==> src/design/dad_pkg.sv <==
package dad_pkg;

  localparam int unsigned MONTH_BITS  = 4;
  localparam int unsigned DAY_BITS    = 5;
  localparam int unsigned YIN_BITS    = 16;
  localparam int unsigned OFFS_BITS   = 16;
  localparam int unsigned STATUS_BITS = 3;
  localparam int unsigned M400_BITS   = 9;

  localparam logic [YIN_BITS-1:0] MIN_YEAR_RST = 16'd1583;

  localparam logic [STATUS_BITS-1:0] ST_OK        = 3'd0;
  localparam logic [STATUS_BITS-1:0] ST_BAD_MONTH = 3'd1;
  localparam logic [STATUS_BITS-1:0] ST_BAD_DAY   = 3'd2;
  localparam logic [STATUS_BITS-1:0] ST_BAD_YEAR  = 3'd3;
  localparam logic [STATUS_BITS-1:0] ST_OVERFLOW  = 3'd4;

  localparam logic [MONTH_BITS-1:0] MON_JAN = 4'd1;
  localparam logic [MONTH_BITS-1:0] MON_FEB = 4'd2;
  localparam logic [MONTH_BITS-1:0] MON_DEC = 4'd12;

  localparam int unsigned PC_BITS = 3;
  typedef logic [PC_BITS-1:0] dad_pc_t;

  // Jump conditions of a control word
  typedef enum logic [2:0] {
    COND_NEVER,
    COND_ALWAYS,
    COND_NO_IN,
    COND_MOD_BUSY,
    COND_BAD,
    COND_WALK_MORE,
    COND_OUT_BUSY
  } dad_cond_e;

  typedef struct packed {
    logic      ld_in;
    logic      mod_step;
    logic      check;
    logic      walk;
    logic      emit;
    dad_cond_e cond;
    dad_pc_t   target;
  } dad_ctl_t;

  typedef struct packed {
    logic in_valid;
    logic mod_busy;
    logic bad;
    logic walk_more;
    logic out_busy;
  } dad_flags_t;

  // Leap rule on the year modulo 400: divisible by 4, not a century unless year mod 400 is 0
  function automatic logic is_leap(input logic [M400_BITS-1:0] m400);
    logic century;
    century = (m400 == 9'd100) || (m400 == 9'd200) || (m400 == 9'd300);
    return (m400[1:0] == 2'd0) && !century;
  endfunction

  function automatic logic [DAY_BITS-1:0] days_in(input logic [MONTH_BITS-1:0] month,
                                                  input logic leap);
    logic [DAY_BITS-1:0] n;
    case (month)
      4'd2:    n = leap ? 5'd29 : 5'd28;
      4'd4:    n = 5'd30;
      4'd6:    n = 5'd30;
      4'd9:    n = 5'd30;
      4'd11:   n = 5'd30;
      default: n = 5'd31;
    endcase
    return n;
  endfunction

endpackage

==> src/design/dad_in_if.sv <==
interface dad_in_if
  import dad_pkg::*;
();
  logic                  valid;
  logic                  ready;
  logic [MONTH_BITS-1:0] start_month;
  logic [DAY_BITS-1:0]   start_day;
  logic [YIN_BITS-1:0]   start_year;
  logic [OFFS_BITS-1:0]  days_away;

  modport source (output valid, start_month, start_day, start_year, days_away, input ready);
  modport sink   (input valid, start_month, start_day, start_year, days_away, output ready);
endinterface

==> src/design/dad_out_if.sv <==
interface dad_out_if
  import dad_pkg::*;
();
  logic                   valid;
  logic                   ready;
  logic [MONTH_BITS-1:0]  new_month;
  logic [DAY_BITS-1:0]    new_day;
  logic [YIN_BITS-1:0]    new_year;
  logic [STATUS_BITS-1:0] status;

  modport source (output valid, new_month, new_day, new_year, status, input ready);
  modport sink   (input valid, new_month, new_day, new_year, status, output ready);
endinterface

==> src/design/dad_useq.sv <==
module dad_useq
  import dad_pkg::*;
(
  input  logic       clk_i,
  input  logic       rst_ni,
  input  dad_flags_t flags_i,
  output dad_ctl_t   ctl_o
);

  localparam dad_pc_t STEP_IDLE  = 3'd0;
  localparam dad_pc_t STEP_MOD   = 3'd1;
  localparam dad_pc_t STEP_CHECK = 3'd2;
  localparam dad_pc_t STEP_WALK  = 3'd3;
  localparam dad_pc_t STEP_EMIT  = 3'd4;
  localparam dad_pc_t STEP_RET   = 3'd5;

  dad_pc_t pc_q, pc_d;
  logic    taken;

  // Control store
  always_comb begin
    ctl_o = '{ld_in: 1'b0, mod_step: 1'b0, check: 1'b0, walk: 1'b0, emit: 1'b0,
              cond: COND_ALWAYS, target: STEP_IDLE};
    case (pc_q)
      STEP_IDLE: begin
        ctl_o.ld_in  = 1'b1;
        ctl_o.cond   = COND_NO_IN;
        ctl_o.target = STEP_IDLE;
      end
      STEP_MOD: begin
        ctl_o.mod_step = 1'b1;
        ctl_o.cond     = COND_MOD_BUSY;
        ctl_o.target   = STEP_MOD;
      end
      STEP_CHECK: begin
        ctl_o.check  = 1'b1;
        ctl_o.cond   = COND_BAD;
        ctl_o.target = STEP_EMIT;
      end
      STEP_WALK: begin
        ctl_o.walk   = 1'b1;
        ctl_o.cond   = COND_WALK_MORE;
        ctl_o.target = STEP_WALK;
      end
      STEP_EMIT: begin
        ctl_o.emit   = 1'b1;
        ctl_o.cond   = COND_OUT_BUSY;
        ctl_o.target = STEP_EMIT;
      end
      STEP_RET: begin
        ctl_o.cond   = COND_ALWAYS;
        ctl_o.target = STEP_IDLE;
      end
      default: begin
        ctl_o.cond   = COND_ALWAYS;
        ctl_o.target = STEP_IDLE;
      end
    endcase
  end

  always_comb begin
    case (ctl_o.cond)
      COND_NEVER:     taken = 1'b0;
      COND_ALWAYS:    taken = 1'b1;
      COND_NO_IN:     taken = !flags_i.in_valid;
      COND_MOD_BUSY:  taken = flags_i.mod_busy;
      COND_BAD:       taken = flags_i.bad;
      COND_WALK_MORE: taken = flags_i.walk_more;
      COND_OUT_BUSY:  taken = flags_i.out_busy;
      default:        taken = 1'b1;
    endcase
    pc_d = taken ? ctl_o.target : pc_q + 3'd1;
  end

  always_ff @(posedge clk_i or negedge rst_ni) begin
    if (!rst_ni) begin
      pc_q <= STEP_IDLE;
    end else begin
      pc_q <= pc_d;
    end
  end

endmodule

==> src/design/dad_datapath.sv <==
module dad_datapath
  import dad_pkg::*;
#(
  parameter int unsigned YEAR_BITS   = 16,
  parameter int unsigned OFFSET_BITS = 16
) (
  input  logic                clk_i,
  input  logic                rst_ni,
  input  logic                cfg_we_i,
  input  logic [YIN_BITS-1:0] cfg_wdata_i,
  input  dad_ctl_t            ctl_i,
  output dad_flags_t          flags_o,
  dad_in_if.sink              in_i,
  dad_out_if.source           out_o
);

  localparam int unsigned OW = (OFFSET_BITS < OFFS_BITS) ? OFFSET_BITS : OFFS_BITS;
  localparam int unsigned CW = (YEAR_BITS > YIN_BITS) ? YEAR_BITS : YIN_BITS;
  localparam logic [YEAR_BITS-1:0] YEAR_MAX = {YEAR_BITS{1'b1}};
  localparam logic [M400_BITS:0]   MOD_Y    = 10'd400;
  localparam logic [M400_BITS-1:0] M400_TOP = 9'd399;

  // floor(y / 400) = (y * 83887) >> 25, exact for every 16-bit year
  localparam int unsigned          PROD_BITS   = 33;
  localparam int unsigned          RECIP_SHIFT = 25;
  localparam int unsigned          QUOT_BITS   = PROD_BITS - RECIP_SHIFT;
  localparam logic [PROD_BITS-1:0] RECIP_400   = 33'd83887;

  logic [YIN_BITS-1:0]    min_year_q;
  logic [MONTH_BITS-1:0]  month_q;
  logic [DAY_BITS-1:0]    day_q;
  logic [YIN_BITS-1:0]    yin_q;
  logic [OW-1:0]          offs_q;
  logic                   cnt_q;
  logic [QUOT_BITS-1:0]   quot_q;
  logic [M400_BITS-1:0]   m400_q;
  logic [YEAR_BITS-1:0]   year_q;
  logic [OW:0]            rem_q;
  logic [STATUS_BITS-1:0] status_q;

  logic                   out_valid_q;
  logic [MONTH_BITS-1:0]  out_month_q;
  logic [DAY_BITS-1:0]    out_day_q;
  logic [YIN_BITS-1:0]    out_year_q;
  logic [STATUS_BITS-1:0] out_status_q;

  logic [PROD_BITS-1:0]   prod;
  logic [YIN_BITS-1:0]    m400_full;
  logic [STATUS_BITS-1:0] chk_status;
  logic [DAY_BITS-1:0]    len;
  logic                   more;
  logic                   at_top;
  logic                   out_busy;
  logic                   ok;

  assign in_i.ready = ctl_i.ld_in;

  // Year modulo 400 in two steps: reciprocal multiply, then multiply-subtract
  assign prod      = PROD_BITS'(yin_q) * RECIP_400;
  assign m400_full = yin_q - YIN_BITS'(quot_q) * YIN_BITS'(MOD_Y);

  always_comb begin
    if (month_q < MON_JAN || month_q > MON_DEC) begin
      chk_status = ST_BAD_MONTH;
    end else if (day_q == '0 || day_q > days_in(month_q, is_leap(m400_q))) begin
      chk_status = ST_BAD_DAY;
    end else if (yin_q < min_year_q || CW'(yin_q) > CW'(YEAR_MAX)) begin
      chk_status = ST_BAD_YEAR;
    end else begin
      chk_status = ST_OK;
    end
  end

  assign len      = days_in(month_q, is_leap(m400_q));
  assign more     = rem_q > (OW+1)'(len);
  assign at_top   = (month_q == MON_DEC) && (year_q == YEAR_MAX);
  assign out_busy = out_valid_q && !out_o.ready;
  assign ok       = status_q == ST_OK;

  assign flags_o = '{in_valid: in_i.valid, mod_busy: cnt_q,
                     bad: chk_status != ST_OK, walk_more: more && !at_top,
                     out_busy: out_busy};

  always_ff @(posedge clk_i or negedge rst_ni) begin
    if (!rst_ni) begin
      min_year_q <= MIN_YEAR_RST;
    end else if (cfg_we_i) begin
      min_year_q <= cfg_wdata_i;
    end
  end

  always_ff @(posedge clk_i) begin
    if (ctl_i.ld_in) begin
      month_q <= in_i.start_month;
      day_q   <= in_i.start_day;
      yin_q   <= in_i.start_year;
      offs_q  <= OW'(in_i.days_away);
      cnt_q   <= 1'b1;
    end
    if (ctl_i.mod_step) begin
      if (cnt_q) begin
        quot_q <= prod[PROD_BITS-1:RECIP_SHIFT];
      end else begin
        m400_q <= m400_full[M400_BITS-1:0];
      end
      cnt_q <= 1'b0;
    end
    if (ctl_i.check) begin
      status_q <= chk_status;
      year_q   <= YEAR_BITS'(yin_q);
      rem_q    <= (OW+1)'(day_q) + (OW+1)'(offs_q);
    end
    if (ctl_i.walk && more) begin
      if (at_top) begin
        status_q <= ST_OVERFLOW;
      end else begin
        rem_q <= rem_q - (OW+1)'(len);
        if (month_q == MON_DEC) begin
          month_q <= MON_JAN;
          year_q  <= year_q + YEAR_BITS'(1);
          m400_q  <= (m400_q == M400_TOP) ? '0 : m400_q + M400_BITS'(1);
        end else begin
          month_q <= month_q + MONTH_BITS'(1);
        end
      end
    end
    if (ctl_i.emit && !out_busy) begin
      out_month_q  <= ok ? month_q : '0;
      out_day_q    <= ok ? DAY_BITS'(rem_q) : '0;
      out_year_q   <= ok ? YIN_BITS'(year_q) : '0;
      out_status_q <= status_q;
    end
  end

  always_ff @(posedge clk_i or negedge rst_ni) begin
    if (!rst_ni) begin
      out_valid_q <= 1'b0;
    end else if (ctl_i.emit && !out_busy) begin
      out_valid_q <= 1'b1;
    end else if (out_o.ready) begin
      out_valid_q <= 1'b0;
    end
  end

  assign out_o.valid     = out_valid_q;
  assign out_o.new_month = out_month_q;
  assign out_o.new_day   = out_day_q;
  assign out_o.new_year  = out_year_q;
  assign out_o.status    = out_status_q;

endmodule

==> src/design/date_add_days.sv <==
// Gregorian date adder: start date plus a day offset, one result per input.
//
// Channels: in_i carries start_month, start_day, start_year and days_away; out_o
// returns new_month, new_day, new_year and status. Both move one transaction on a
// clock edge with valid and ready high. cfg_we_i/cfg_wdata_i write min_year at any
// edge with the write enable high; write it only while the block is idle.
//
// Flow: in_i.ready is high only at the idle step, so one date is in work at a time.
// After a transaction the steps are the start year modulo 400 (reciprocal multiply,
// then multiply-subtract), the check, the month walk, loading the output register
// and the return to idle; a rejected date skips the walk. A 16-bit offset walks up
// to about 2150 months.
//
// Reset: the sequencer returns to idle, the output register empties, min_year goes
// to 1583. There is no clearing pass.
// Stall: a result holds in the output register while out ready is low; the next
// date is accepted meanwhile, and its result waits at the emit step until the
// register frees.
module date_add_days
  import dad_pkg::*;
#(
  parameter int unsigned YEAR_BITS   = 16,
  parameter int unsigned OFFSET_BITS = 16
) (
  input  logic                clk_i,
  input  logic                rst_ni,
  input  logic                cfg_we_i,
  input  logic [YIN_BITS-1:0] cfg_wdata_i,
  dad_in_if.sink              in_i,
  dad_out_if.source           out_o
);

  dad_ctl_t   ctl;
  dad_flags_t flags;

  // Control store, step counter and jump logic
  dad_useq u_useq (
    .clk_i   (clk_i),
    .rst_ni  (rst_ni),
    .flags_i (flags),
    .ctl_o   (ctl)
  );

  // Date registers, year modulo 400, month walker, date check and output register
  dad_datapath #(
    .YEAR_BITS   (YEAR_BITS),
    .OFFSET_BITS (OFFSET_BITS)
  ) u_datapath (
    .clk_i       (clk_i),
    .rst_ni      (rst_ni),
    .cfg_we_i    (cfg_we_i),
    .cfg_wdata_i (cfg_wdata_i),
    .ctl_i       (ctl),
    .flags_o     (flags),
    .in_i        (in_i),
    .out_o       (out_o)
  );

endmodule

==> src/flat_wrapper.sv <==
// flat-port wrapper written by rule: the top's interface ports become plain ports
module date_add_days_flat import dad_pkg::*;
#(
  parameter int unsigned YEAR_BITS   = 16,
  parameter int unsigned OFFSET_BITS = 16
)
  (clk_i, rst_ni, cfg_we_i, cfg_wdata_i, in_i_valid, in_i_start_month, in_i_start_day, in_i_start_year, in_i_days_away, in_i_ready, out_o_valid, out_o_new_month, out_o_new_day, out_o_new_year, out_o_status, out_o_ready);
  dad_in_if in_i_i ();
  dad_out_if out_o_i ();
  input  logic clk_i;
  input  logic rst_ni;
  input  logic cfg_we_i;
  input  logic [YIN_BITS-1:0] cfg_wdata_i;
  input wire logic [$bits(in_i_i.valid)-1:0] in_i_valid;
  input wire logic [$bits(in_i_i.start_month)-1:0] in_i_start_month;
  input wire logic [$bits(in_i_i.start_day)-1:0] in_i_start_day;
  input wire logic [$bits(in_i_i.start_year)-1:0] in_i_start_year;
  input wire logic [$bits(in_i_i.days_away)-1:0] in_i_days_away;
  output wire logic [$bits(in_i_i.ready)-1:0] in_i_ready;
  output wire logic [$bits(out_o_i.valid)-1:0] out_o_valid;
  output wire logic [$bits(out_o_i.new_month)-1:0] out_o_new_month;
  output wire logic [$bits(out_o_i.new_day)-1:0] out_o_new_day;
  output wire logic [$bits(out_o_i.new_year)-1:0] out_o_new_year;
  output wire logic [$bits(out_o_i.status)-1:0] out_o_status;
  input wire logic [$bits(out_o_i.ready)-1:0] out_o_ready;
  assign in_i_i.valid = in_i_valid;
  assign in_i_i.start_month = in_i_start_month;
  assign in_i_i.start_day = in_i_start_day;
  assign in_i_i.start_year = in_i_start_year;
  assign in_i_i.days_away = in_i_days_away;
  assign in_i_ready = in_i_i.ready;
  assign out_o_valid = out_o_i.valid;
  assign out_o_new_month = out_o_i.new_month;
  assign out_o_new_day = out_o_i.new_day;
  assign out_o_new_year = out_o_i.new_year;
  assign out_o_status = out_o_i.status;
  assign out_o_i.ready = out_o_ready;
  date_add_days #(.YEAR_BITS(YEAR_BITS), .OFFSET_BITS(OFFSET_BITS)) u_core (.clk_i(clk_i), .rst_ni(rst_ni), .cfg_we_i(cfg_we_i), .cfg_wdata_i(cfg_wdata_i), .in_i(in_i_i), .out_o(out_o_i));
endmodule
==> config.mk <==
export PLATFORM = sky130hd
export DESIGN_NAME = date_add_days_flat
export DESIGN_NICKNAME = d
export VERILOG_FILES = /design/src/design/dad_pkg.sv /design/src/design/dad_in_if.sv /design/src/design/dad_out_if.sv /design/src/design/dad_useq.sv /design/src/design/dad_datapath.sv /design/src/design/date_add_days.sv /design/src/flat_wrapper.sv
export SDC_FILE = /design/constraint.sdc
export NUM_CORES = 1
export LEC_CHECK = 0
export ABC_AREA = 1
export BUFFER_PORTS_ARGS = -buffer_cell sky130_fd_sc_hd__buf_2
export CORE_UTILIZATION = 41
export DETAILED_ROUTE_END_ITERATION = 8
export SYNTH_ARGS = -nofsm -noshare
export SYNTH_HDL_FRONTEND = slang
export SYNTH_SLANG_ARGS = --single-unit
export TNS_END_PERCENT = 50
==> constraint.sdc <==
create_clock -name clk_i -period 8 [get_ports clk_i]
set_input_delay 0.8 -clock clk_i [delete_from_list [all_inputs] [get_ports clk_i]]
set_output_delay 0.8 -clock clk_i [all_outputs]
set_load 0.005 [all_outputs]
==> impl_metrics.ini <==
[clock_tree]
cts-root-buf = clkbuf_16
worstSkewPairLatency_ps = 430
h-tree-depth = 4
tritoncts = built
cts_buffer_depth = 2
cts_setup_buffers = 0
cts.sinks = 140
cts_resized = 0
hold_buffers = 0
cts_buffers = 17
path_clk_slew_ps = 60

[critical_path]
rr_worst_depth = 20
setup.worst_path.start = u_core.u_datapath.yin_q[13]
crit_chain = fa_1 > inv_1 > fa_1 > inv_1 > fa_1 > fa_1 > fa_1 > inv_1 > fa_1 > inv_1 > ha_1 > nand2_1 > inv_1 > a21oi_1 > o21ai_0 > a21boi_0 > o21a_1 > nand2_1 > nand2_1 > nand2_1
cpMostUsedCell = fa_1
critPathKind = reg2reg
arrival_ps = 5850
cpPeakStageDelay_ps = 630
start_kind = register
crit_path_end = u_core.u_datapath.quot_q[4]
worstSetupEndpointType = register
reg2reg_slack_ps = 2340
cpMaxStageDelayCell = fa_1
worst-endpoint-required_ps = 8190
reg2reg_to = u_core.u_datapath.quot_q[4]
rr_startpoint = u_core.u_datapath.yin_q[13]
path_max_fanout = 7

[hold_path]
hp-class = in2async

[drt]
dr.pass1.iters = 5
first_iter_violations = 521
drcViolationCount = 0
wl_microns = 29450
drtAntennaViolNets = 0
vias = 8997
wl_per_cell_microns = 15.86
via_per_inst = 4.845

[timing]
finalHoldViolations = 0
min_period_ps = 5659
setup_tns_ps = 0
timing.fmax_mhz = 176.7
clock_skew_ps = 9.398
setup_violations = 0
rsz0062_at_grt = no
timing.final.crit_share_pct = 70.73
tightest_slew_ps = 780.2
final_max_slew_viol_count = 0
relSlewSlack_pct = 47.80

[grt]
track_usage_pct = 20.52
grt_pass1_vias = 9076
grt-ovfl-total = 0
grt_pass1_wl_microns = 48380
antenna_found_initial = 0
grt_max_degree = 39

[synth]
yosysMostFrequentCell = inv_1
ys_seq_area_share_pct = 29.64
yosysWarningCount = 0
netlist_area_sq_um = 12190
synthSimpleGateAreaFrac_pct = 14.18
yosys.area.top_type = edfxtp_1
synth_area_per_cell_sq_um = 8.921
synth_top_cells_by_count = inv_1 (292), nand2_1 (219), ha_1 (163), fa_1 (99), nor2_1 (92)
synthCells = 1366
synthAdderAreaFrac_pct = 33.00
ys_seq_elements = 140
syn-num-nets = 1690
synth_mux_area_share_pct = 0.1746
synth_compound_area_share_pct = 9.631
synth_area_leaders = edfxtp_1 (17%), ha_1 (17%), fa_1 (16%)
synth_top_area_share_pct = 17.25
synth_top_family_by_area = adder cells
synth_ff_type = edfxtp_1
synth_cell_types = 57
synth_edf_count = 70
async_flop_share_pct = 14.29
synth_xor_area_share_pct = 3.378

[floorplanning]
die_x_microns = 174.4
dieArea_sq_um = 30410
core_sq_um = 28940
dieHeight_microns = 174.4
rows = 62
start_util_pct = 42.11
io_pins = 92

[finish]
syn_to_final_growth_pct = 11.70
drive_above_1_share_pct = 11.27
antenna_cells = 0
final_net_count = 1784
final_cell_area_sq_um = 13610
fillers = 2726

[placement]
dpl.hpwl_microns = 24350
gp_congestion = 0.8989
place_area_sq_um = 13050
port_buffers = 91

[run_status]
status = complete, no violations

[run]
cap_viol_max_count = 0
==> metrics by stage <==
stage	cells	util (%)	setup slack, ps	hold slack [ps]
after floorplan	1366	-	2718	408.2
after global placement	1825	45.11	2395	416.3
after detailed placement	1825	45.11	2359	428.4
after CTS	1857	47.04	2346	333.6
after global routing	1857	47.04	1986	356.6
final	1857	47.04	2341	323.1
==> state kept, by name (all words and copies together) (netlist names) <==
register,flops
u_core.u_datapath.cnt_q,1
u_core.u_datapath.day_q,5
u_core.u_datapath.m400_q,9
u_core.u_datapath.min_year_q,16
u_core.u_datapath.month_q,4
u_core.u_datapath.offs_q,16
u_core.u_datapath.out_o.new_day,5
u_core.u_datapath.out_o.new_month,4
u_core.u_datapath.out_o.new_year,16
u_core.u_datapath.out_o.status,3
u_core.u_datapath.out_o.valid,1
u_core.u_datapath.quot_q,5
u_core.u_datapath.rem_q,17
u_core.u_datapath.status_q,3
u_core.u_datapath.year_q,16
u_core.u_datapath.yin_q,16
u_core.u_useq.pc_q,3
==> cells in the final DEF (no fill, tap or decap), types with 3 or more instances in the layout <==
| cell type | count |
|---|---|
| ha_1 | 163 |
| nand4_1 | 13 |
| o21bai_1 | 3 |
| inv_6 | 5 |
| nor4_1 | 5 |
| dfstp_2 | 7 |
| nor3_1 | 16 |
| o21ai_0 | 68 |
| nand2_1 | 219 |
| o211ai_1 | 18 |
| a21oi_1 | 51 |
| o31ai_2 | 3 |
| a211oi_1 | 4 |
| xor2_1 | 33 |
| nand2_2 | 4 |
| fa_1 | 99 |
| o22ai_1 | 5 |
| buf_2 | 91 |
| o21ai_1 | 14 |
| buf_4 | 4 |
| a31oi_1 | 6 |
| inv_1 | 292 |
| o21ai_2 | 4 |
| a21o_1 | 4 |
| clkbuf_16 | 18 |
| nor2_4 | 3 |
| dfxtp_1 | 50 |
| dfrtp_1 | 13 |
| edfxtp_1 | 70 |
| nand3_1 | 41 |
| o21a_1 | 4 |
| nor2_2 | 4 |
| nor2_1 | 90 |
| xnor2_1 | 14 |
==> layout make-up <==
class	count	area (sq um)	area share, %
clock buffer	19	454.2	3.337
clock inverter	13	103.9	0.7630
inverter	294	1109	8.145
multi-input combinational	912	7366	54.12
sequential	140	3612	26.54
tap	384	480.5	3.530
timing repair buffer	95	485.5	3.567
==> routing by layer <==
metal  track usage, %  wire length, microns  vias to the layer above
li1                 -                     -                     4587
met1            30.27                 14980                     4225
met2            31.16                 12890                      168
met3            3.762                  1287                       17
met4            4.349                   293                        0
met5                0                     0                        -
==> critical path: cells and delay by family (launching register included) <==
family | cells | cell delay [ps]
AO/OA/AOI/OAI | 4 | 710
adder cells (fa/ha/maj) | 7 | 3590
buffers and inverters | 5 | 310
flip-flops | 1 | 530
AND/OR/NAND/NOR | 4 | 280
==> kinds of logic after synthesis <==
kind of cell	count (synthesis)
simple gates	405
flops	140
fa+ha+maj	262
xor+xnor	47
compound gates	196
mux	2
buf+inv	314
==> how the worst min path moves through the flow <==
stage                                        endpoint                     startpoint  slack (ps)  cells after the start
global placement    u_core.u_datapath.out_o.status[2]  u_core.u_datapath.status_q[2]         420                      0
global route         u_core.u_datapath.min_year_q[15]                         rst_ni         360                      1
CTS                  u_core.u_datapath.min_year_q[15]                         rst_ni         330                      1
detailed placement  u_core.u_datapath.out_o.status[2]  u_core.u_datapath.status_q[2]         430                      0
finish               u_core.u_datapath.min_year_q[15]                         rst_ni         320                      1
floorplan           u_core.u_datapath.out_o.status[2]  u_core.u_datapath.status_q[2]         410                      0
Power is not shown: default switching activity piles up to over one toggle a cycle in this logic, so the estimate is an artifact.
